--- src/hdl/dls_pkg.sv ---
// ----------------------------------------------------------------------------
// dls_pkg
// Types, register map, mode codes and reset state of the display-list
// sequencer.
// ----------------------------------------------------------------------------
`default_nettype none

package dls_pkg;

   localparam int unsigned LINE_W              = 9;
   localparam int unsigned LINES_PER_FRAME_DEF = 262;
   localparam int unsigned VBLANK_LINE_DEF     = 242;
   localparam int unsigned VISIBLE_LINES_DEF   = 240;

   typedef enum logic [1:0] {
      OP_WRITE = 2'd0,
      OP_READ  = 2'd1,
      OP_TICK  = 2'd2,
      OP_BYTE  = 2'd3
   } op_type;

   localparam logic [3:0] REG_DMACTL  = 4'h0;
   localparam logic [3:0] REG_DLIST_L = 4'h2;
   localparam logic [3:0] REG_DLIST_H = 4'h3;
   localparam logic [3:0] REG_WSYNC   = 4'hA;
   localparam logic [3:0] REG_VCOUNT  = 4'hB;
   localparam logic [3:0] REG_PENH    = 4'hC;
   localparam logic [3:0] REG_PENV    = 4'hD;
   localparam logic [3:0] REG_NMIEN   = 4'hE;
   localparam logic [3:0] REG_NMIST   = 4'hF;

   localparam logic [3:0] MODE_BLANK  = 4'h0;
   localparam logic [3:0] MODE_JUMP   = 4'h1;
   localparam logic [3:0] MODE_CHAR40 = 4'h4;
   localparam logic [3:0] MODE_CHAR20 = 4'h6;
   localparam logic [3:0] MODE_TALL20 = 4'h7;
   localparam logic [3:0] MODE_MAP2   = 4'hD;
   localparam logic [3:0] MODE_MAP1   = 4'hE;

   localparam logic [7:0]  JVB_MASK    = 8'h4F;
   localparam logic [7:0]  JVB_CODE    = 8'h41;
   localparam logic [15:0] STEP_WIDE   = 16'd40;
   localparam logic [15:0] STEP_NARROW = 16'd20;

   typedef enum logic [2:0] {
      PH_IDLE  = 3'd0,
      PH_INSTR = 3'd1,
      PH_JLO   = 3'd2,
      PH_JHI   = 3'd3,
      PH_LLO   = 3'd4,
      PH_LHI   = 3'd5
   } phase_type;

   typedef struct packed {
      op_type     op;
      logic [3:0] reg_addr;
      logic [7:0] data;
   } dls_req_type;

   typedef struct packed {
      logic [7:0]        read_data;
      logic              mem_request;
      logic [15:0]       mem_address;
      logic              nmi_pulse;
      logic              wsync_set;
      logic              line_valid;
      logic [3:0]        line_mode;
      logic [3:0]        line_row;
      logic [15:0]       line_base;
      logic              line_error;
      logic [LINE_W-1:0] scan_line;
   } dls_rsp_type;

   typedef struct packed {
      logic [LINE_W-1:0] line_counter;
      logic [15:0][7:0]  reg_file;
      logic [7:0]        current_instr;
      logic              need_instr;
      logic [4:0]        rows_done;
      logic [7:0]        pending_dma;
      logic [15:0]       screen_base;
      phase_type         phase;
      logic [7:0]        jump_low;
   } dls_state_type;

   localparam dls_state_type STATE_RESET = '{
      line_counter:  '0,
      reg_file:      '0,
      current_instr: '0,
      need_instr:    1'b1,
      rows_done:     '0,
      pending_dma:   '0,
      screen_base:   '0,
      phase:         PH_IDLE,
      jump_low:      '0
   };

endpackage

`default_nettype wire

--- src/hdl/dls_step.sv ---
// ----------------------------------------------------------------------------
// dls_step
// Next-state and result logic for one transfer: register access, scanline
// advance, display-list fetch sequencing and line reporting.
// ----------------------------------------------------------------------------
`default_nettype none

module dls_step
   import dls_pkg::*;
#(
   parameter int unsigned LINES_PER_FRAME = LINES_PER_FRAME_DEF,
   parameter int unsigned VBLANK_LINE     = VBLANK_LINE_DEF,
   parameter int unsigned VISIBLE_LINES   = VISIBLE_LINES_DEF
) (
   input  wire dls_state_type cur_state,
   input  wire dls_req_type   item,
   output dls_state_type nxt_state,
   output dls_rsp_type   result
);

   dls_state_type s;
   dls_rsp_type   o;
   logic          do_req;
   logic          do_line;
   logic          do_adv;
   logic          do_dli;
   logic [15:0]   ptr;
   logic [4:0]    rows;
   logic [4:0]    rows_next;
   logic [15:0]   step;
   logic [3:0]    mode;
   logic          jvb;

   always_comb begin
      s        = cur_state;
      o        = '0;
      do_req   = 1'b0;
      do_line  = 1'b0;
      do_adv   = 1'b0;
      do_dli   = 1'b0;
      ptr      = '0;
      rows     = '0;
      rows_next = '0;
      step     = '0;
      mode     = '0;
      jvb      = 1'b0;

      case (item.op)
         OP_WRITE: begin
            if (!(item.reg_addr == REG_VCOUNT || item.reg_addr == REG_PENH ||
                  item.reg_addr == REG_PENV)) begin
               if (item.reg_addr == REG_DMACTL) begin
                  s.pending_dma = item.data;
               end else begin
                  s.reg_file[item.reg_addr] = item.data;
                  if (item.reg_addr == REG_WSYNC) begin
                     o.wsync_set = 1'b1;
                  end
                  if (item.reg_addr == REG_NMIST) begin
                     s.reg_file[REG_NMIST] = '0;
                  end
               end
            end
         end
         OP_READ: begin
            o.read_data = s.reg_file[item.reg_addr];
         end
         OP_TICK: begin
            if (s.phase == PH_IDLE) begin
               if (s.reg_file[REG_DMACTL][1:0] == 2'b00) begin
                  do_adv = 1'b1;
               end else if (s.need_instr) begin
                  s.rows_done = '0;
                  do_req      = 1'b1;
                  s.phase     = PH_INSTR;
               end else begin
                  do_line = 1'b1;
               end
            end
         end
         OP_BYTE: begin
            case (s.phase)
               PH_INSTR: begin
                  s.current_instr = item.data;
                  if (item.data[3:0] == MODE_JUMP) begin
                     do_req  = 1'b1;
                     s.phase = PH_JLO;
                  end else begin
                     s.need_instr = 1'b0;
                     if (item.data[3:0] != MODE_BLANK && item.data[6]) begin
                        do_req  = 1'b1;
                        s.phase = PH_LLO;
                     end else begin
                        do_dli  = 1'b1;
                        do_line = 1'b1;
                        s.phase = PH_IDLE;
                     end
                  end
               end
               PH_JLO: begin
                  s.jump_low = item.data;
                  do_req     = 1'b1;
                  s.phase    = PH_JHI;
               end
               PH_JHI: begin
                  s.reg_file[REG_DLIST_L] = s.jump_low;
                  s.reg_file[REG_DLIST_H] = item.data;
                  if (s.current_instr[6]) begin
                     s.need_instr = 1'b0;
                     s.phase      = PH_IDLE;
                     do_line      = 1'b1;
                  end else begin
                     do_req  = 1'b1;
                     s.phase = PH_INSTR;
                  end
               end
               PH_LLO: begin
                  s.screen_base[7:0] = item.data;
                  do_req             = 1'b1;
                  s.phase            = PH_LHI;
               end
               PH_LHI: begin
                  s.screen_base[15:8] = item.data;
                  do_dli              = 1'b1;
                  do_line             = 1'b1;
                  s.phase             = PH_IDLE;
               end
               default: begin
                  s.phase = PH_IDLE;
               end
            endcase
         end
         default: begin
         end
      endcase

      // issue a display-list fetch and post-increment the pointer
      if (do_req) begin
         ptr                     = {s.reg_file[REG_DLIST_H], s.reg_file[REG_DLIST_L]};
         o.mem_request           = 1'b1;
         o.mem_address           = ptr;
         ptr                     = ptr + 16'd1;
         s.reg_file[REG_DLIST_L] = ptr[7:0];
         s.reg_file[REG_DLIST_H] = ptr[15:8];
      end

      if (do_dli && s.current_instr[7] && s.reg_file[REG_NMIEN][7]) begin
         s.reg_file[REG_NMIST][7] = 1'b1;
         o.nmi_pulse              = 1'b1;
      end

      if (do_line) begin
         jvb = !s.need_instr && ((s.current_instr & JVB_MASK) == JVB_CODE);
         if (s.line_counter < LINE_W'(VISIBLE_LINES) && !jvb) begin
            mode         = s.current_instr[3:0];
            o.line_valid = 1'b1;
            o.line_mode  = mode;
            o.line_row   = s.rows_done[3:0];
            o.line_base  = s.screen_base;
            case (mode)
               MODE_BLANK:  rows = {2'b00, s.current_instr[6:4]} + 5'd1;
               MODE_CHAR40: begin
                  rows = 5'd8;
                  step = STEP_WIDE;
               end
               MODE_CHAR20: begin
                  rows = 5'd8;
                  step = STEP_NARROW;
               end
               MODE_TALL20: begin
                  rows = 5'd16;
                  step = STEP_NARROW;
               end
               MODE_MAP2: begin
                  rows = 5'd2;
                  step = STEP_WIDE;
               end
               MODE_MAP1: begin
                  rows = 5'd1;
                  step = STEP_WIDE;
               end
               default: rows = '0;
            endcase
            if (rows == '0) begin
               o.line_error = 1'b1;
               s.need_instr = 1'b1;
            end else begin
               rows_next   = s.rows_done + 5'd1;
               s.rows_done = rows_next;
               if (rows_next >= rows) begin
                  s.screen_base = s.screen_base + step;
                  s.need_instr  = 1'b1;
               end
            end
         end
         do_adv = 1'b1;
      end

      // advance the scanline; vblank interrupt and frame wrap
      if (do_adv) begin
         s.line_counter = s.line_counter + LINE_W'(1);
         if (s.line_counter == LINE_W'(VBLANK_LINE) && s.reg_file[REG_NMIEN][6]) begin
            s.reg_file[REG_NMIST][6] = 1'b1;
            o.nmi_pulse              = 1'b1;
         end
         if (s.line_counter == LINE_W'(LINES_PER_FRAME)) begin
            s.line_counter = '0;
            if (!s.need_instr && ((s.current_instr & JVB_MASK) == JVB_CODE)) begin
               s.need_instr = 1'b1;
            end
            s.reg_file[REG_DMACTL] = s.pending_dma;
         end
         s.reg_file[REG_VCOUNT] = s.line_counter[LINE_W-1:1];
      end

      o.scan_line = s.line_counter;
   end

   assign nxt_state = s;
   assign result    = o;

endmodule

`default_nettype wire

--- src/hdl/display_list_sequencer.sv ---
// ----------------------------------------------------------------------------
// display_list_sequencer
// Display-list sequencer top level: state register, step logic and output
// register.
// ----------------------------------------------------------------------------
// For every transfer (register write or read, scanline tick, fetched byte)
// the step logic works on the held state and the transfer, and the result
// lands in the output register on the next edge. A new transfer is taken
// every cycle while req_stall is low; req_stall rises only while a result
// sits in the output register and the receiver stalls it. Fetch requests
// appear on rsp_payload.mem_request, and the answering byte is sent back
// as a fetched-byte transfer.
`default_nettype none

module display_list_sequencer
   import dls_pkg::*;
#(
   parameter int unsigned LINES_PER_FRAME = LINES_PER_FRAME_DEF,
   parameter int unsigned VBLANK_LINE     = VBLANK_LINE_DEF,
   parameter int unsigned VISIBLE_LINES   = VISIBLE_LINES_DEF
) (
   input  wire logic  clock,
   input  wire logic  reset,
   input  wire logic  req_valid,
   output logic       req_stall,
   input  wire dls_req_type req_payload,
   output logic       rsp_valid,
   input  wire logic  rsp_stall,
   output dls_rsp_type rsp_payload
);

   dls_state_type state_ff;
   dls_state_type state_in;
   dls_rsp_type   rsp_payload_ff;
   dls_rsp_type   rsp_payload_in;
   logic          rsp_valid_ff;
   logic          req_accept;

   dls_step #(
      .LINES_PER_FRAME (LINES_PER_FRAME),
      .VBLANK_LINE     (VBLANK_LINE),
      .VISIBLE_LINES   (VISIBLE_LINES)
   ) u_step (
      .cur_state (state_ff),
      .item      (req_payload),
      .nxt_state (state_in),
      .result    (rsp_payload_in)
   );

   assign req_stall  = rsp_valid_ff && rsp_stall;
   assign req_accept = req_valid && !req_stall;

   always_ff @(posedge clock) begin
      if (reset) begin
         state_ff     <= STATE_RESET;
         rsp_valid_ff <= 1'b0;
      end else if (req_accept) begin
         state_ff     <= state_in;
         rsp_valid_ff <= 1'b1;
      end else if (!rsp_stall) begin
         rsp_valid_ff <= 1'b0;
      end
   end

   always_ff @(posedge clock) begin
      if (req_accept) begin
         rsp_payload_ff <= rsp_payload_in;
      end
   end

   assign rsp_valid   = rsp_valid_ff;
   assign rsp_payload = rsp_payload_ff;

endmodule

`default_nettype wire

--- config.mk ---
export PLATFORM = sky130hd
export DESIGN_NAME = display_list_sequencer
export DESIGN_NICKNAME = d
export VERILOG_FILES = /design/src/hdl/dls_pkg.sv /design/src/hdl/dls_step.sv /design/src/hdl/display_list_sequencer.sv
export SDC_FILE = /design/constraint.sdc
export NUM_CORES = 1
export LEC_CHECK = 0
export ABC_AREA = 1
export ABC_CLOCK_PERIOD_IN_PS = 4050
export BUFFER_PORTS_ARGS = -buffer_cell sky130_fd_sc_hd__buf_4
export CAP_MARGIN = 20
export CORE_MARGIN = 2
export CORE_UTILIZATION = 39
export CTS_CLUSTER_SIZE = 14
export DETAILED_ROUTE_END_ITERATION = 6
export PLACE_DENSITY = 0.62
export SYNTH_ARGS = -nofsm -noshare
export SYNTH_HDL_FRONTEND = slang
export SYNTH_SLANG_ARGS = --single-unit
--- constraint.sdc ---
create_clock -name clock -period 4.05 [get_ports clock]
set_input_delay 0.6075 -clock clock [delete_from_list [all_inputs] [get_ports clock]]
set_output_delay 0.6075 -clock clock [all_outputs]
set_load 0.1 [all_outputs]
==> run_results.csv, run 1 <==
group,metric,value,unit
outcome,status,"finished clean",
power,p_sw,1680,µW
power,internal_power,4230,µW
timing,fin_crit,3.64,ns
timing,report.final.slew_viol_count,0,
global_route,grt_max_degree,96,
placement,numPortBuffers,81,
synth,synth_area,12500,µm²
clocking,cts_tree,"yes",
clocking,cts_sinks,249,
timing,finalHoldViolCount,0,
job,drv_cap,0,
layout,diodes,0,
global_route,overflow,0,
critical_path,worst_setup_path_end_kind,"flip-flop",
global_route,antenna_found_initial,0,
floorplan,die_w,183,µm
routing,antenna_left,0,
clocking,cts-root-buf,"clkbuf_16",
synth,seq_area_frac_synth,0.449,
power,p_comb_frac,0.138,
critical_path,cp_max_fo,7,
power,power_frac_clock,0.415,
routing,post_drt_via_cell_ratio,5.24,
routing,drt-initial-drc-count,860,
power,p_leak,0.00577,µW
routing,dr_total_vias,11100,
floorplan,initial_core_util,0.396,
routing,remaining_drc_errors,0,
clocking,cts_buffers,28,
global_route,grt_pass1_vias,10200,
clocking,hold_buffers,0,
critical_path,start_kind,"flip-flop",
layout,finalNetCount,1726,
synth,yosysWarningCount,0,
placement,pre_cts_slack,0.0815,ns
floorplan,die_h,183,µm
timing,fin_tns_setup,0,ns
critical_path,endpoint,"state_ff[25]",
synth,synth-seq-cells,249,
power,swShare,0.284,
floorplan,ios,82,
floorplan,core,31600,µm²
layout,syn_to_final_growth,15.1,%
critical_path,cp_data_required_time,4.54,ns
global_route,grt.total_usage,0.209,
timing,worst_pin_slew,1.00,ns
critical_path,timing.reg2reg.setup_slack,0.41,ns
clocking,cts_setup_buffers,0,
clocking,clk_latency,0.56,ns
critical_path,crit_arrival,4.12,ns
clocking,cts_buffer_depth,3,
clocking,htree_levels,1,
timing,relSlewSlack,0.330,
timing,postLayoutSetupSlackWorst,0.415,ns
critical_path,path_class,"reg2reg",
routing,drt_pass1_iterations,5,
critical_path,crit-reg2reg-launch,"state_ff[9]",
global_route,grt_first_pass_wirelength,55800,µm
layout,fillers,3169,
worst_hold_path,hold_class,"in2reg",
critical_path,r2r_end,"state_ff[25]",
power,p_seq_frac,0.448,
routing,drt_wl_total,35000,µm
routing,wl_per_cell,16.6,µm
timing,max_clock_freq,0.275,GHz
clocking,clk_pin_slew_worst_paths,0.06,ns
critical_path,cp-startpoint,"state_ff[9]",
timing,clock_skew,0.0122,ns
synth,syn_inst,1628,
power,ir_drop,299,µV
synth,ys_types,59,
placement,dp_hpwl,23800,µm
layout,drive_above_1_share,0.150,
critical_path,r2r_cells,20,
timing,rsz0062_at_grt,"no",
timing,setup_violations,0,
synth,syn_area_per_cell,7.67,µm²
floorplan,fp-row-count,65,
placement,place_congestion,0.863,
timing,min_period_over_period,0.898,
worst_hold_path,hold_path_depth,3,
floorplan,die_area,33500,µm²
synth,syn_nets,1665,
power,powerDensity,411,nW/µm²
state kept, by name (all words and copies together) (netlist names):
register,cells
rsp_payload,62
state_ff,186
rsp_valid,1
cells in the final DEF, fill, tap and decap left out, drive strengths merged, types with 7 or more instances in the layout:
cell | netlist | final
o22ai | 14 | 14
o211ai | 7 | 7
buf | 30 | 109
o21ai | 179 | 179
a22oi | 40 | 40
nor3 | 10 | 10
dfxtp | 187 | 187
clkinv | 1 | 8
nor2 | 140 | 140
ha | 18 | 18
xor2 | 14 | 14
nand2 | 273 | 273
a21oi | 201 | 201
nand4 | 14 | 14
clkbuf | 48 | 38
edfxtp | 62 | 62
nand3 | 84 | 84
inv | 260 | 260
cell type report:
type / count / area [µm²] / share of cell area
multi-input combinational: 1040 / 5580 / 0.388
tap: 402 / 503 / 0.0350
clock buffer: 38 / 758 / 0.0527
clock inverter: 12 / 126 / 0.00879
sequential: 249 / 5610 / 0.390
inverter: 261 / 988 / 0.0687
timing repair buffer: 109 / 818 / 0.0569
cell families (layout without fill, tap and decap cells):
group           count (synthesis)  in the layout  share of synthesized area
fa+ha+maj                      19             19                     0.0196
flops                         249            249                      0.449
compound gates                473            473                      0.212
buf+inv                       339            420                      0.106
simple gates                  530            530                      0.201
xor+xnor                       18             18                     0.0126
critical path, stage by stage, from the launching register on:
cell     delay [ns]
dfxtp_1        0.43
nor2_1         0.26
nand2_1        0.15
nor3_2         0.24
inv_1          0.23
nand2_1        0.15
inv_1          0.07
ha_1           0.22
nand3_1        0.10
xor2_1         0.09
ha_1           0.32
nand2_1        0.06
inv_1          0.07
o21ai_0        0.09
nand4_1        0.15
nand3_1        0.16
nor3_1         0.29
nand3_2        0.13
o21ai_1        0.12
nand3_1        0.08
a21oi_1        0.16
power by group through the flow:
stage          registers [µW]  logic, µW  clock network (µW)
2_1_floorplan            2920        381                   0
3_3_place_gp             2700        806                   0
3_5_place_dp             2700        810                   0
4_1_cts                  2650        814                2500
5_1_grt                  2650        875                2610
6_report                 2650        815                2450
worst min path at each step:
| stage | startpoint | end | slack (ns) |
|---|---|---|---|
| 2_1_floorplan | state_ff[153] | state_ff[153] | 0.40 |
| 3_3_place_gp | state_ff[158] | state_ff[158] | 0.41 |
| 3_5_place_dp | state_ff[153] | state_ff[153] | 0.41 |
| 4_1_cts | rsp_stall | rsp_valid | 0.31 |
| 5_1_grt | rsp_stall | rsp_valid | 0.36 |
| 6_report | rsp_stall | rsp_valid | 0.33 |
cells in the mapped netlist, drive strengths merged:
cell type  instances  area [µm²]
a211oi             2        15.0
a21o               1        7.51
a21oi            201        1030
a221oi             1        8.76
a22oi             40         300
a31o               1        8.76
a31oi              4        25.0
a41oi              4        35.0
and2               1        6.26
buf               30         158
clkbuf            48         180
clkinv             1        3.75
dfxtp            187        3740
edfxtp            62        1860
fa                 1        20.0
ha                18         225
inv              260         983
nand2            273        1140
nand3             84         488
nand3b             2        15.0
nand4             14         109
nor2             140         642
nor3              10        60.1
nor4               5        37.5
o2111ai            1        8.76
o211ai             7        52.6
o21a               6        46.3
o21ai            179         926
o21bai             4        33.8
o221ai             4        35.0
o22ai             14        87.6
o31ai              4        35.0
or2                1        6.26
xnor2              4        35.0
xor2              14         123
stage by stage:
stage	total power, µW	hold WS (ns)	cells	utilization	cell area (µm²)
final	5910	0.331	2111	0.456	14400
after global routing	6140	0.355	2111	0.456	14400
after CTS	5960	0.310	2111	0.455	14400
after detailed placement	3510	0.415	2061	0.427	13500
after global placement	3510	0.410	2061	0.427	13500
after floorplan	3300	0.403	1628	-	12500
routing by layer:
metal	wire (µm)	track usage	vias to the layer above
li1	-	-	5505
met1	16200	0.290	5152
met2	15600	0.332	342
met3	2020	0.0274	63
met4	1130	0.0752	0
met5	0	0	-
what timing repair did:
action,4_1_cts,5_1_grt
resized for setup,0,1
hold endpoints to repair,0,0
setup endpoints to repair,0,3
(Power assumes the default switching activity.)
==> run 2: changes to the inputs <==
CORE_MARGIN = 8   (was 2)
CTS_CLUSTER_SIZE = 12   (was 14)
SETUP_SLACK_MARGIN = 0.5   (was default)
==> run_results.csv, run 2 (synthesized netlist as in run 1, its figures left out) <==
group,metric,value,unit
critical_path,cp_max_fo,11,
global_route,grt.total_usage,0.181,
floorplan,initial_core_util,0.396,
critical_path,path_class,"reg2reg",
critical_path,cpMaxStageDelayCell,"dfxtp_4",
worst_hold_path,min_from,"rsp_stall",
power,ir_drop,310,µV
timing,worst_pin_slew,0.934,ns
global_route,antenna_found_initial,0,
critical_path,crit_arrival,3.71,ns
routing,drt-initial-drc-count,907,
power,p_sw,1670,µW
critical_path,cp_cell_sequence,"clkinv_4, nand4_4, nand2_1, nand2_2, nor2_4, inv_1, nor2_2, ha_2, inv_1, fa_1, nand3b_1, and2_1, nor2_1, nand3_2, nor3_4, nand3_2, o21ai_1, nand3_1, a21oi_1",
clocking,clk_latency,0.55,ns
global_route,overflow,0,
clocking,cts_sinks,249,
power,p_leak,0.00586,µW
floorplan,die_area,38000,µm²
job,drv_cap,0,
placement,dp.cells,2061,
placement,numPortBuffers,81,
clocking,cts_buffers,28,
timing,rsz0062_at_grt,"no",
layout,largest_reg_flops,186,
clocking,htree_levels,1,
critical_path,critPathTopFamily,"simple AND/OR/NAND/NOR gates",
critical_path,critical-path-max-stage-delay,0.39,ns
clocking,hold_buffers,0,
layout,finalNetCount,1730,
power,p_comb_frac,0.137,
timing,fin_hold_ws,0.345,ns
timing,min_period_over_period,0.801,
clocking,clk_pin_slew_worst_paths,0.06,ns
clocking,cts-root-buf,"clkbuf_16",
placement,place_congestion,0.912,
power,powerDensity,414,nW/µm²
routing,drt_pass1_iterations,5,
timing,fin_tns_setup,0,ns
global_route,grt_first_pass_wirelength,56700,µm
timing,setup_violations,0,
layout,layout_common_cells,"nand2_1, inv_1, a21oi_1",
timing,clock_skew,0.0194,ns
critical_path,crit-reg2reg-launch,"state_ff[9]",
timing,fin_crit,3.24,ns
timing,report.final.slew_viol_count,0,
timing,max_clock_freq,0.308,GHz
timing,relSlewSlack,0.374,
global_route,grt_max_degree,95,
power,power_frac_clock,0.423,
power,internal_power,4350,µW
critical_path,cp_num_buf_inv,3,
routing,post_drt_via_cell_ratio,5.27,
layout,drive_above_1_share,0.160,
global_route,grt_pass1_vias,10300,
floorplan,die_w,195,µm
routing,remaining_drc_errors,0,
worst_hold_path,hold_class,"in2reg",
floorplan,fp-row-count,65,
layout,diodes,0,
routing,antenna_left,0,
critical_path,cp-startpoint,"state_ff[9]",
power,p_seq_frac,0.439,
layout,regMostFlops,"state_ff",
layout,layout_commonest_cell,"nand2_1",
critical_path,cp_data_required_time,4.52,ns
placement,dp_hpwl,24500,µm
floorplan,ios,82,
layout,fillers,3163,
floorplan,die_h,195,µm
routing,wl_per_cell,17.0,µm
outcome,status,"finished clean",
floorplan,core,31600,µm²
critical_path,start_kind,"flip-flop",
critical_path,worst_setup_path_end_kind,"flip-flop",
layout,fin_cells,2116,
power,swShare,0.278,
timing,finalHoldViolCount,0,
clocking,cts_tree,"yes",
routing,drt_wl_total,35900,µm
routing,dr_total_vias,11100,
clocking,cts_buffer_depth,3,
layout,syn_to_final_growth,16.4,%
-- run 2: cell count changes in the layout (fill, tap and decap cells not counted), moves of 3 or more --
cell | before | now
clkbuf_1 | 8 | 11
clkinvlp_4 | 3 | 0
nor3_4 | 0 | 3
nor2_1 | 113 | 109
buf_4 | 109 | 112
dfxtp_1 | 187 | 184
-- run 2: cell type report --
| class | instances | area [µm²] | area share |
|---|---|---|---|
| clock inverters | 6 | 80.1 | 0.00551 |
| multi-input cells | 1040 | 5640 | 0.388 |
| flip-flops and latches | 249 | 5610 | 0.386 |
| inverters | 261 | 991 | 0.0682 |
| well taps | 402 | 503 | 0.0346 |
| repair buffers | 113 | 861 | 0.0592 |
| clock buffers | 45 | 847 | 0.0583 |
-- run 2: power groups by stage --
stage / clock network [µW] / registers, µW / logic (µW)
2_1_floorplan: 0 / 2920 / 381
3_3_place_gp: 0 / 2700 / 810
3_5_place_dp: 0 / 2700 / 817
4_1_cts: 2610 / 2650 / 820
5_1_grt: 2710 / 2650 / 882
6_report: 2550 / 2650 / 827
-- run 2: stage by stage --
| stage | instance area [µm²] | util | power (µW) | setup WS, ns |
|---|---|---|---|---|
| after CTS | 14400 | 0.458 | 6070 | 0.537 |
| after global routing | 14500 | 0.461 | 6250 | 0.488 |
| after floorplan | 12500 | - | 3300 | 0.552 |
| final | 14500 | 0.461 | 6020 | 0.808 |
| after detailed placement | 13500 | 0.428 | 3520 | 0.122 |
| after global placement | 13500 | 0.428 | 3510 | 0.210 |
-- run 2: worst paths after layout --
check                                endpoint  slack, ns  cells after the start
worst min register to register  state_ff[154]       0.42                      2
worst max-delay path             state_ff[25]       0.81                     19
worst max register to register   state_ff[25]       0.81                     19
worst min-delay path                rsp_valid       0.34                      3
-- run 2: worst reg2reg max path: cells and delay by family, from the launching register on --
kind / cells / cell delay, ns
flip-flops: 1 / 0.39
AO/OA/AOI/OAI: 2 / 0.27
adder cells (fa/ha/maj): 2 / 0.58
buffers and inverters: 3 / 0.25
AND/OR/NAND/NOR: 12 / 1.70
-- run 2: layer usage --
layer	share of wire	up-vias	track usage
met2	0.46	375	0.292
met4	0.029	0	0.0646
met3	0.062	64	0.0251
li1	-	5528	-
met5	0	-	0
met1	0.45	5174	0.245
-- run 2: what timing repair did --
action | in CTS | in global routing
resized for setup | 2 | 20
endpoints found under the setup margin | 5 | 14
buffers inserted | 0 | 4
pin swaps | 0 | 3
cloned | 0 | 0
